==> src/rtl/sfla_pkg.sv <==
`timescale 1ns / 1ps
// ----------------------------------------------------------------------------
// sfla_pkg
// Shared types and constants of the slab free-list allocator.
// ----------------------------------------------------------------------------
package sfla_pkg;

    localparam int CNT_W          = 9;     // object_count / free count width
    localparam int SIZE_W         = 23;    // object_size width
    localparam int BUS_W          = 32;    // configuration data width
    localparam int FIELD_ADDR_W   = 32;    // address fields on the stream ports
    localparam int PADDR_W        = 4;     // four registers at 4-byte spacing
    localparam int OUT_W          = 48;    // packed result request, byte padded

    localparam int NUM_OBJS_DEF   = 256;
    localparam int ADDR_WIDTH_DEF = 32;
    localparam int CNT_RESET      = 256;

    localparam logic [SIZE_W-1:0] SIZE_MIN   = 23'd4;
    localparam logic [SIZE_W-1:0] SIZE_MAX   = 23'd4194304;
    localparam logic [SIZE_W-1:0] SIZE_RESET = 23'd16;

    typedef logic [2:0] t_status;
    localparam t_status ST_OK       = 3'd0;
    localparam t_status ST_NO_FREE  = 3'd1;
    localparam t_status ST_DOUBLE   = 3'd2;
    localparam t_status ST_OUTSIDE  = 3'd3;
    localparam t_status ST_ALL_FREE = 3'd4;

    localparam logic OP_ALLOC = 1'b0;
    localparam logic OP_FREE  = 1'b1;

    typedef enum logic [1:0] {
        REG_COUNT,
        REG_SIZE,
        REG_BASE,
        REG_CHECK
    } t_reg;

    typedef enum logic [3:0] {
        S_CLEAR,
        S_IDLE,
        S_ALLOC,
        S_ALLOC_WB,
        S_SPAN,
        S_RANGE,
        S_DIV,
        S_WALK_CHK,
        S_WALK_LD,
        S_PUSH,
        S_DONE
    } t_state;

endpackage

==> src/rtl/slab_free_list_allocator.sv <==
`timescale 1ns / 1ps
// ----------------------------------------------------------------------------
// slab_free_list_allocator
// Allocates and frees equal-sized objects of one slab via a linked free list.
// ----------------------------------------------------------------------------
//   Requests enter on s_axis: tuser[0] is the operation (0 allocate, 1 free),
//   tdata the address to free. Each request yields exactly one result on
//   m_axis (status, address, free count, full/empty flags).
//   Registers (object_count, object_size, slab_base, check_enable) sit on
//   the APB port at byte offsets 0, 4, 8, 12; the user is to write them only
//   while idle, which the block itself does not enforce. One request at a time:
//   s_axis_tready is high only in the idle state. Allocate reads the head
//   link beside the address multiply; with no free object it goes straight
//   to the result. Free runs a span multiply and range compare (an address
//   outside the slab ends there), 9 shift-subtract divider steps and a push;
//   with checking on, a walk of the free list (one registered link read per
//   hop) comes before the push. Reset, and every object_count write, rebuilds
//   the link memory in a clearing pass during which no request is taken.
//   While m_axis_tready holds a result back, the next request is still taken
//   and run; its result then waits in the last state until the register frees.
// ----------------------------------------------------------------------------
module slab_free_list_allocator #(
    parameter int NUM_OBJS   = sfla_pkg::NUM_OBJS_DEF,
    parameter int ADDR_WIDTH = sfla_pkg::ADDR_WIDTH_DEF
) (
    input  logic                              i_clk,
    input  logic                              i_rst_n,
    // configuration
    input  logic                              psel,
    input  logic                              penable,
    input  logic                              pwrite,
    input  logic [sfla_pkg::PADDR_W-1:0]      paddr,
    input  logic [sfla_pkg::BUS_W-1:0]        pwdata,
    output logic [sfla_pkg::BUS_W-1:0]        prdata,
    output logic                              pready,
    // requests
    input  logic                              s_axis_tvalid,
    output logic                              s_axis_tready,
    input  logic [sfla_pkg::FIELD_ADDR_W-1:0] s_axis_tdata,  // [31:0] object_address
    input  logic [0:0]                        s_axis_tuser,  // [0] operation
    // results
    output logic                              m_axis_tvalid,
    input  logic                              m_axis_tready,
    // [2:0] status, [34:3] result_address, [43:35] free_objects,
    // [44] slab_full, [45] slab_empty, [47:46] zero
    output logic [sfla_pkg::OUT_W-1:0]        m_axis_tdata
);

    localparam int CNT_W  = sfla_pkg::CNT_W;
    localparam int SIZE_W = sfla_pkg::SIZE_W;
    localparam int IW     = (NUM_OBJS > 1) ? $clog2(NUM_OBJS) : 1;
    localparam int LW     = $clog2(NUM_OBJS + 1);
    localparam int OW     = (ADDR_WIDTH < 32) ? ADDR_WIDTH : 32;
    localparam int MW     = (LW > CNT_W) ? LW : CNT_W;
    localparam int PW     = MW + SIZE_W;
    localparam int KW     = (ADDR_WIDTH > PW) ? ADDR_WIDTH : PW;
    localparam int DIV_W  = CNT_W - 1 + SIZE_W;
    localparam int STEP_W = $clog2(CNT_W);
    localparam int CNT_RST_I = (sfla_pkg::CNT_RESET > NUM_OBJS) ? NUM_OBJS
                                                                 : sfla_pkg::CNT_RESET;
    localparam logic [CNT_W-1:0] COUNT_RST = CNT_W'(CNT_RST_I);
    localparam logic [IW-1:0]    LAST_IDX  = IW'(NUM_OBJS - 1);
    localparam logic [LW-1:0]    OBJ_LIM   = LW'(NUM_OBJS);

    // result field positions
    localparam int F_ADDR  = 3;
    localparam int F_FREE  = F_ADDR + sfla_pkg::FIELD_ADDR_W;
    localparam int F_FULL  = F_FREE + CNT_W;
    localparam int F_EMPTY = F_FULL + 1;
    localparam int F_PAD   = sfla_pkg::OUT_W - F_EMPTY - 1;

    // control registers
    sfla_pkg::t_state  r_state, n_state;
    logic [CNT_W-1:0]  r_count, n_count;
    logic [SIZE_W-1:0] r_size, n_size;
    logic [OW-1:0]     r_base, n_base;
    logic              r_check, n_check;
    logic [LW-1:0]     r_head, n_head;
    logic [CNT_W-1:0]  r_free_count, n_free_count;
    logic [IW-1:0]     r_clr_idx, n_clr_idx;
    logic              r_m_valid, n_m_valid;

    // datapath registers
    logic [KW-1:0]              r_off, n_off;
    logic [PW-1:0]              r_prod, n_prod;
    logic [DIV_W-1:0]           r_rem, n_rem;
    logic [DIV_W-1:0]           r_dsr, n_dsr;
    logic [CNT_W-1:0]           r_q, n_q;
    logic [STEP_W-1:0]          r_step, n_step;
    logic [LW-1:0]              r_cur, n_cur;
    logic                       r_cur_ok, n_cur_ok;
    logic [CNT_W-1:0]           r_left, n_left;
    sfla_pkg::t_status          r_status, n_status;
    logic [OW-1:0]              r_result, n_result;
    logic [sfla_pkg::OUT_W-1:0] r_m_data, n_m_data;
    logic [LW-1:0]              r_mem_q;

    // link memory
    logic [LW-1:0] mem [NUM_OBJS];
    logic          mem_we;
    logic [IW-1:0] mem_waddr;
    logic [LW-1:0] mem_wdata;
    logic [IW-1:0] mem_raddr;

    logic                  cfg_wr;
    sfla_pkg::t_reg        cfg_reg;
    logic [CNT_W-1:0]      wr_cnt_raw;
    logic [CNT_W-1:0]      wr_cnt;
    logic [SIZE_W-1:0]     wr_size_raw;
    logic [SIZE_W-1:0]     wr_size;
    logic                  in_acc;
    logic                  out_free;
    logic [MW-1:0]         mul_a;
    logic [PW-1:0]         mul_p;
    logic [ADDR_WIDTH-1:0] off_aw;
    logic                  div_ge;
    logic                  head_ok;

    assign pready        = 1'b1;
    assign cfg_wr        = psel & penable & pwrite;
    assign cfg_reg       = sfla_pkg::t_reg'(paddr[3:2]);
    assign s_axis_tready = (r_state == sfla_pkg::S_IDLE);
    assign in_acc        = s_axis_tvalid & s_axis_tready;
    assign out_free      = !r_m_valid || m_axis_tready;
    assign m_axis_tvalid = r_m_valid;
    assign m_axis_tdata  = r_m_data;

    // shared multiplier: index * size on allocate, count * size for the span
    assign mul_a = (r_state == sfla_pkg::S_ALLOC) ? MW'(r_head) : MW'(r_count);
    assign mul_p = PW'(mul_a) * PW'(r_size);

    assign off_aw  = ADDR_WIDTH'(s_axis_tdata) - ADDR_WIDTH'(r_base);
    assign div_ge  = (r_rem >= r_dsr);
    assign head_ok = (r_head < OBJ_LIM);

    assign wr_cnt_raw  = pwdata[CNT_W-1:0];
    assign wr_size_raw = pwdata[SIZE_W-1:0];

    always_comb begin
        priority if (wr_cnt_raw == '0) begin
            wr_cnt = CNT_W'(1);
        end else if (32'(wr_cnt_raw) > 32'(NUM_OBJS)) begin
            wr_cnt = CNT_W'(NUM_OBJS);
        end else begin
            wr_cnt = wr_cnt_raw;
        end
    end

    always_comb begin
        priority if (wr_size_raw < sfla_pkg::SIZE_MIN) begin
            wr_size = sfla_pkg::SIZE_MIN;
        end else if (wr_size_raw > sfla_pkg::SIZE_MAX) begin
            wr_size = sfla_pkg::SIZE_MAX;
        end else begin
            wr_size = wr_size_raw;
        end
    end

    always_comb begin
        unique case (cfg_reg)
            sfla_pkg::REG_COUNT: prdata = sfla_pkg::BUS_W'(r_count);
            sfla_pkg::REG_SIZE:  prdata = sfla_pkg::BUS_W'(r_size);
            sfla_pkg::REG_BASE:  prdata = sfla_pkg::BUS_W'(r_base);
            sfla_pkg::REG_CHECK: prdata = sfla_pkg::BUS_W'(r_check);
            default:             prdata = '0;
        endcase
    end

    // sequencer
    always_comb begin
        n_state      = r_state;
        n_count      = r_count;
        n_size       = r_size;
        n_base       = r_base;
        n_check      = r_check;
        n_head       = r_head;
        n_free_count = r_free_count;
        n_clr_idx    = r_clr_idx;
        n_m_valid    = r_m_valid && !m_axis_tready;
        n_off        = r_off;
        n_prod       = r_prod;
        n_rem        = r_rem;
        n_dsr        = r_dsr;
        n_q          = r_q;
        n_step       = r_step;
        n_cur        = r_cur;
        n_cur_ok     = r_cur_ok;
        n_left       = r_left;
        n_status     = r_status;
        n_result     = r_result;
        n_m_data     = r_m_data;
        mem_we       = 1'b0;
        mem_waddr    = r_clr_idx;
        mem_wdata    = LW'(r_clr_idx) + LW'(1);
        mem_raddr    = IW'(r_head);

        unique case (r_state)
            sfla_pkg::S_CLEAR: begin
                mem_we    = 1'b1;
                n_clr_idx = r_clr_idx + IW'(1);
                if (r_clr_idx == LAST_IDX) begin
                    n_state = sfla_pkg::S_IDLE;
                end
            end
            sfla_pkg::S_IDLE: begin
                if (in_acc) begin
                    if (s_axis_tuser[0] == sfla_pkg::OP_ALLOC) begin
                        if (r_free_count == '0) begin
                            n_status = sfla_pkg::ST_NO_FREE;
                            n_result = '0;
                            n_state  = sfla_pkg::S_DONE;
                        end else begin
                            n_state = sfla_pkg::S_ALLOC;
                        end
                    end else begin
                        n_off   = KW'(off_aw);
                        n_state = sfla_pkg::S_SPAN;
                    end
                end
            end
            sfla_pkg::S_ALLOC: begin
                // link read of the head and address multiply run together
                n_prod  = mul_p;
                n_state = sfla_pkg::S_ALLOC_WB;
            end
            sfla_pkg::S_ALLOC_WB: begin
                n_head       = head_ok ? r_mem_q : '0;
                n_free_count = r_free_count - CNT_W'(1);
                n_result     = r_base + OW'(r_prod);
                n_status     = sfla_pkg::ST_OK;
                n_state      = sfla_pkg::S_DONE;
            end
            sfla_pkg::S_SPAN: begin
                n_prod  = mul_p;
                n_state = sfla_pkg::S_RANGE;
            end
            sfla_pkg::S_RANGE: begin
                if (r_off >= KW'(r_prod)) begin
                    n_status = sfla_pkg::ST_OUTSIDE;
                    n_result = '0;
                    n_state  = sfla_pkg::S_DONE;
                end else begin
                    // offset < 2 * (size << (CNT_W-1)), so CNT_W quotient bits
                    n_rem   = DIV_W'(r_off);
                    n_dsr   = {r_size, (CNT_W-1)'(0)};
                    n_q     = '0;
                    n_step  = STEP_W'(CNT_W - 1);
                    n_state = sfla_pkg::S_DIV;
                end
            end
            sfla_pkg::S_DIV: begin
                n_rem  = div_ge ? (r_rem - r_dsr) : r_rem;
                n_dsr  = r_dsr >> 1;
                n_q    = {r_q[CNT_W-2:0], div_ge};
                n_step = r_step - STEP_W'(1);
                if (r_step == '0) begin
                    if (r_check) begin
                        n_cur   = r_head;
                        n_left  = r_free_count;
                        n_state = sfla_pkg::S_WALK_CHK;
                    end else begin
                        n_state = sfla_pkg::S_PUSH;
                    end
                end
            end
            sfla_pkg::S_WALK_CHK: begin
                mem_raddr = IW'(r_cur);
                if (r_left == '0) begin
                    n_state = sfla_pkg::S_PUSH;
                end else if (MW'(r_cur) == MW'(r_q)) begin
                    n_status = sfla_pkg::ST_DOUBLE;
                    n_result = '0;
                    n_state  = sfla_pkg::S_DONE;
                end else begin
                    n_cur_ok = (r_cur < OBJ_LIM);
                    n_left   = r_left - CNT_W'(1);
                    n_state  = sfla_pkg::S_WALK_LD;
                end
            end
            sfla_pkg::S_WALK_LD: begin
                // links past the table read as index zero
                n_cur   = r_cur_ok ? r_mem_q : '0;
                n_state = sfla_pkg::S_WALK_CHK;
            end
            sfla_pkg::S_PUSH: begin
                n_result = '0;
                n_state  = sfla_pkg::S_DONE;
                if (r_free_count >= r_count) begin
                    n_status = sfla_pkg::ST_ALL_FREE;
                end else begin
                    mem_we       = 1'b1;
                    mem_waddr    = IW'(r_q);
                    mem_wdata    = r_head;
                    n_head       = LW'(r_q);
                    n_free_count = r_free_count + CNT_W'(1);
                    n_status     = sfla_pkg::ST_OK;
                end
            end
            sfla_pkg::S_DONE: begin
                if (out_free) begin
                    n_m_valid = 1'b1;
                    n_m_data  = {F_PAD'(0),
                                 (r_free_count == r_count),
                                 (r_free_count == '0),
                                 r_free_count,
                                 sfla_pkg::FIELD_ADDR_W'(r_result),
                                 r_status};
                    n_state   = sfla_pkg::S_IDLE;
                end
            end
            default: begin
                n_state = sfla_pkg::S_IDLE;
            end
        endcase

        if (cfg_wr) begin
            unique case (cfg_reg)
                sfla_pkg::REG_COUNT: begin
                    n_count      = wr_cnt;
                    n_head       = '0;
                    n_free_count = wr_cnt;
                    n_clr_idx    = '0;
                    n_state      = sfla_pkg::S_CLEAR;
                end
                sfla_pkg::REG_SIZE:  n_size  = wr_size;
                sfla_pkg::REG_BASE:  n_base  = OW'(pwdata);
                sfla_pkg::REG_CHECK: n_check = pwdata[0];
                default: ;
            endcase
        end
    end

    always_ff @(posedge i_clk) begin
        if (!i_rst_n) begin
            r_state      <= sfla_pkg::S_CLEAR;
            r_count      <= COUNT_RST;
            r_size       <= sfla_pkg::SIZE_RESET;
            r_base       <= '0;
            r_check      <= 1'b1;
            r_head       <= '0;
            r_free_count <= COUNT_RST;
            r_clr_idx    <= '0;
            r_m_valid    <= 1'b0;
        end else begin
            r_state      <= n_state;
            r_count      <= n_count;
            r_size       <= n_size;
            r_base       <= n_base;
            r_check      <= n_check;
            r_head       <= n_head;
            r_free_count <= n_free_count;
            r_clr_idx    <= n_clr_idx;
            r_m_valid    <= n_m_valid;
        end
    end

    always_ff @(posedge i_clk) begin
        r_off    <= n_off;
        r_prod   <= n_prod;
        r_rem    <= n_rem;
        r_dsr    <= n_dsr;
        r_q      <= n_q;
        r_step   <= n_step;
        r_cur    <= n_cur;
        r_cur_ok <= n_cur_ok;
        r_left   <= n_left;
        r_status <= n_status;
        r_result <= n_result;
        r_m_data <= n_m_data;
    end

    always_ff @(posedge i_clk) begin
        if (mem_we) begin
            mem[mem_waddr] <= mem_wdata;
        end
        r_mem_q <= mem[mem_raddr];
    end

`ifndef SYNTHESIS
    a_free_le_count: assert property (@(posedge i_clk) disable iff (!i_rst_n)
        r_free_count <= r_count)
        else $error("free count above object count");

    a_div_bound: assert property (@(posedge i_clk) disable iff (!i_rst_n)
        (r_state == sfla_pkg::S_DIV) |-> ({1'b0, r_rem} < {r_dsr, 1'b0}))
        else $error("divider remainder out of bound");

    a_push_incr: assert property (@(posedge i_clk) disable iff (!i_rst_n)
        (r_state == sfla_pkg::S_PUSH && r_free_count < r_count && !cfg_wr)
        |=> (r_free_count == $past(r_free_count) + CNT_W'(1)))
        else $error("push did not grow the free list");

    a_full_flag: assert property (@(posedge i_clk) disable iff (!i_rst_n)
        r_m_valid |-> (r_m_data[F_FULL] == (r_m_data[F_FULL-1:F_FREE] == '0)))
        else $error("slab_full disagrees with free_objects");
`endif

endmodule
==> config.mk <==
export PLATFORM = sky130hd
export DESIGN_NAME = slab_free_list_allocator
export DESIGN_NICKNAME = d
export VERILOG_FILES = /design/src/rtl/sfla_pkg.sv /design/src/rtl/slab_free_list_allocator.sv
export SDC_FILE = /design/constraint.sdc
export NUM_CORES = 2
export LEC_CHECK = 0
export BUFFER_PORTS_ARGS = -buffer_cell sky130_fd_sc_hd__buf_2
export CORE_MARGIN = 3
export CORE_UTILIZATION = 40
export CTS_BUF_LIST = sky130_fd_sc_hd__clkbuf_2 sky130_fd_sc_hd__clkbuf_4 sky130_fd_sc_hd__clkbuf_8
export DETAILED_ROUTE_END_ITERATION = 10
export SETUP_SLACK_MARGIN = 0.02
export SLEW_MARGIN = 0
export SYNTH_ARGS = -nofsm -noshare
export SYNTH_HDL_FRONTEND = slang
export SYNTH_SLANG_ARGS = --single-unit
==> constraint.sdc <==
create_clock -name i_clk -period 35.5 [get_ports i_clk]
set_input_delay 10.65 -clock i_clk [delete_from_list [all_inputs] [get_ports i_clk]]
set_output_delay 10.65 -clock i_clk [all_outputs]
set_load 0.03 [all_outputs]
==> metrics.log <==
INFO  metric min_path_cells = 0
INFO  metric timing.critical_path.slowest_cell_delay = 1.08 ns
INFO  metric ys_types = 81
INFO  metric p_leak = 0.0444 uW
INFO  metric quantity_of_hold_fixing_buffers_added_after_cts = 0
INFO  metric layout_commonest_cell = edfxtp_1
INFO  metric post_cts_setup_buffer_count = 0
INFO  metric ys_seq_area_frac = 0.680
INFO  metric grt_max_degree = 221
INFO  metric worst_skew_pair.late_latency = 1.05 ns
INFO  metric tritoncts = done
INFO  metric detailedPlacementHpwl = 191000 um
INFO  metric worst-path-max-fanout = 16
INFO  metric post_synth_main_area_contributors = edfxtp_1 66%, mux4_2 11%, nand2_1 3.2%, fa_1 2.6%, ha_1 2.1%
INFO  metric worst_setup_path_start_kind = input port
INFO  metric setup_tns = 0 ns
INFO  metric critPathArrivalTime = 12.55 ns
INFO  metric powerDensity = 47.1 nW/um^2
INFO  metric yosys_warnings = 0
INFO  metric wire_per_inst = 26.9 um
INFO  metric flow.area_growth_from_synthesis = 11.2%
INFO  metric worst_hold_path_type = reg2reg
INFO  metric synth_async_sr_flop_share = 0
INFO  metric fin_worst_skew = 0.109 ns
INFO  metric most-common-layout-cells = 2543 x edfxtp_1, 986 x nand2_1, 541 x mux4_2, 433 x clkbuf_8, 431 x nor2_1
INFO  metric initial_utilization = 0.403
INFO  metric core_region_area = 286000 sq um
INFO  metric y_dimension_of_the_die = 543 um
INFO  metric cts.repair.resized = 0
INFO  metric whs = 0.416 ns
INFO  metric finalMaxSlewViolations = 0
INFO  metric first_global_vias = 66400
INFO  metric cts_inserted_buffers = 422
INFO  metric remaining_overflow_grt = 0
INFO  metric worst-r2r-cell-count = 21
INFO  metric detail_route.drc_violations = 0
INFO  metric cp_num_cells = 4
INFO  metric critical_path_class = in2out
INFO  metric cell_accounting_for_the_most_synthesized_area = edfxtp_1
INFO  metric clk_path_buf_depth = 4
INFO  metric final_min_period_over_clock_period = 0.654
INFO  metric path_common_cell = buf_2
INFO  metric synthFlopType = edfxtp_1
INFO  metric hold_viol_final = 0
INFO  metric drt_wl_total = 315000 um
INFO  metric period_minus_slack = 23.20 ns
INFO  metric clock_tree.htree_level_count = 5
INFO  metric place_area = 120000 sq um
INFO  metric grt_antenna_before_repair = 25
INFO  metric timing.critical_path.required = 24.85 ns
INFO  metric max_cap_violations = 0
INFO  metric drt_via_density = 5.69
INFO  metric drt.antenna.violating_nets = 0
INFO  metric end_kind = output pin
INFO  metric firstDrtPassIters = 8
INFO  metric groute.usage.overall = 0.211
INFO  metric layout.cell_area.non_filler = 128000 sq um
INFO  metric vias = 66700
INFO  metric floorplan.rows = 196
INFO  metric timing.critical_path.buf_inv = 2
INFO  metric vdd.ir_drop.worst = 0.0327 mV
INFO  metric worst_setup_hold_path_clk_slew = 0.05 ns
INFO  metric status = completed
INFO  metric place_congestion = 0.948
INFO  metric synth_seq_cells = 2648
INFO  metric fillCellCount = 25000
INFO  metric clock_sinks = 2648
INFO  metric max_slew.worst_pin.slew = 1.35 ns
INFO  metric fin_nets = 8044
INFO  metric setup_violation_total_in_the_final_timing_report = 0
INFO  metric initialDrtViolationCount = 7750
INFO  metric critPathTopFamily = simple AND/OR/NAND/NOR gates
INFO  metric ctsRootBufferMaster = clkbuf_8
INFO  metric post_synth_inst_count = 7297
INFO  metric setup_repair_after_global_routing_missed_its_margin = no
INFO  metric die_width = 543 um
INFO  metric relSlewSlack = 0.0969
INFO  metric synth_enable_flop_cells = 2543
INFO  metric crit_chain = buf_2, nor2b_1, a22o_1, buf_2
INFO  metric critical-path-slowest-cell = nor2b_1
INFO  metric post_synth_instance_area = 115000 sq um
INFO  metric numPortBuffers = 153
INFO  metric mean_instance_size_in_the_synthesized_netlist = 15.8 sq um
INFO  metric design.portCount = 159
INFO  metric synth.top_cell.area_share = 0.662
INFO  metric post_route_cells_drive_above_1_share = 0.192
INFO  metric fmax = 0.0431 GHz
INFO  metric grt_pass1_wl = 459000 um
INFO  metric die-area = 295000 sq um
[flip-flops by register name, indices dropped and copies added, names as in the netlist, 23 cells and up]
name          flops
r_result         32
r_prod           32
r_base           32
mem            2304
m_axis_tdata     46
r_off            32
r_dsr            31
r_size           23
r_rem            31
[metal layers]
| metal | GRT usage | part of all wire |
|---|---|---|
| met1 | 0.298 | 0.41 |
| met2 | 0.323 | 0.46 |
| met3 | 0.0440 | 0.092 |
| met4 | 0.0763 | 0.037 |
| met5 | 0 | 0.00028 |
[stage by stage]
stage	power, uW	util	instances	setup slack (ns)
2_1_floorplan	3570	-	7298	12.97
3_5_place_dp	3610	0.421	11000	12.32
5_1_grt	6240	0.448	11700	12.27
4_1_cts	6090	0.448	11700	12.32
6_report	6040	0.448	11700	12.30
3_3_place_gp	3610	0.421	11000	12.46
[synth_stat cells, types with 40 or more instances]
cell / instances
inv_1: 314
nand3_1: 145
and2_1: 139
nor2b_1: 44
xnor2_1: 77
and3_1: 80
a311oi_1: 40
buf_2: 50
nand2_1: 997
mux4_2: 541
o21ai_0: 190
a21oi_1: 203
ha_1: 192
a21o_1: 64
a31oi_1: 67
buf_1: 43
fa_1: 151
xor2_1: 63
dfxtp_1: 105
nor2_1: 432
mux2i_1: 51
clkbuf_1: 224
nor3_1: 47
edfxtp_1: 2543
[logic make-up after synthesis]
kind of cell,synth area share
compound gates,0.0477
xor+xnor,0.0106
fa+ha+maj,0.0470
buf+inv,0.0271
flops,0.680
mux,0.111
other cells,0.0000651
simple gates,0.0765
[final cells by class]
cell class	instances	area, sq um	area share
multi-input combinational	3947	34100	0.266
tap	3762	4710	0.0367
inverter	314	1180	0.00918
antenna	14	35.0	0.000273
timing repair buffer	292	1950	0.0152
clock inverter	179	958	0.00747
sequential	2648	78500	0.611
clock buffer	565	6950	0.0542
[report_power, final]
part	leakage [uW]	internal [uW]	total [uW]	switching [uW]
combinational	0.0156	26.6	122	95.5
sequential	0.0246	3420	3430	6.42
clock	0.00419	1300	2490	1190
total	0.0444	4750	6040	1290
[worst register-to-register path: stages, from the launching register on]
cell	delay (ns)
dfxtp_1	0.77
nand2_1	0.29
nor2_1	0.94
mux2_2	0.72
nand2_1	0.20
fa_1	0.55
inv_1	0.05
fa_1	0.50
fa_1	0.54
inv_1	0.05
fa_1	0.47
inv_1	0.04
ha_1	0.35
a2111o_1	0.42
o211ai_1	0.24
o31ai_1	0.15
o41a_1	0.38
a41oi_1	0.36
a211oi_1	0.16
a41o_1	0.29
o41ai_1	0.30
xnor2_1	0.11
[worst paths after layout]
| path | to | from | slack (ns) |
|---|---|---|---|
| max | prdata[14] | paddr[2] | 12.30 |
| min | m_axis_tdata[14]$_DFFE_PP_ | r_result[11]$_SDFFCE_PN0P_ | 0.42 |
| max reg2reg | r_prod[30]$_DFFE_PP_ | r_state[1]$_SDFF_PN0_ | 27.35 |
| min reg2reg | m_axis_tdata[14]$_DFFE_PP_ | r_result[11]$_SDFFCE_PN0P_ | 0.42 |
Power figures use the tool's default switching activity.
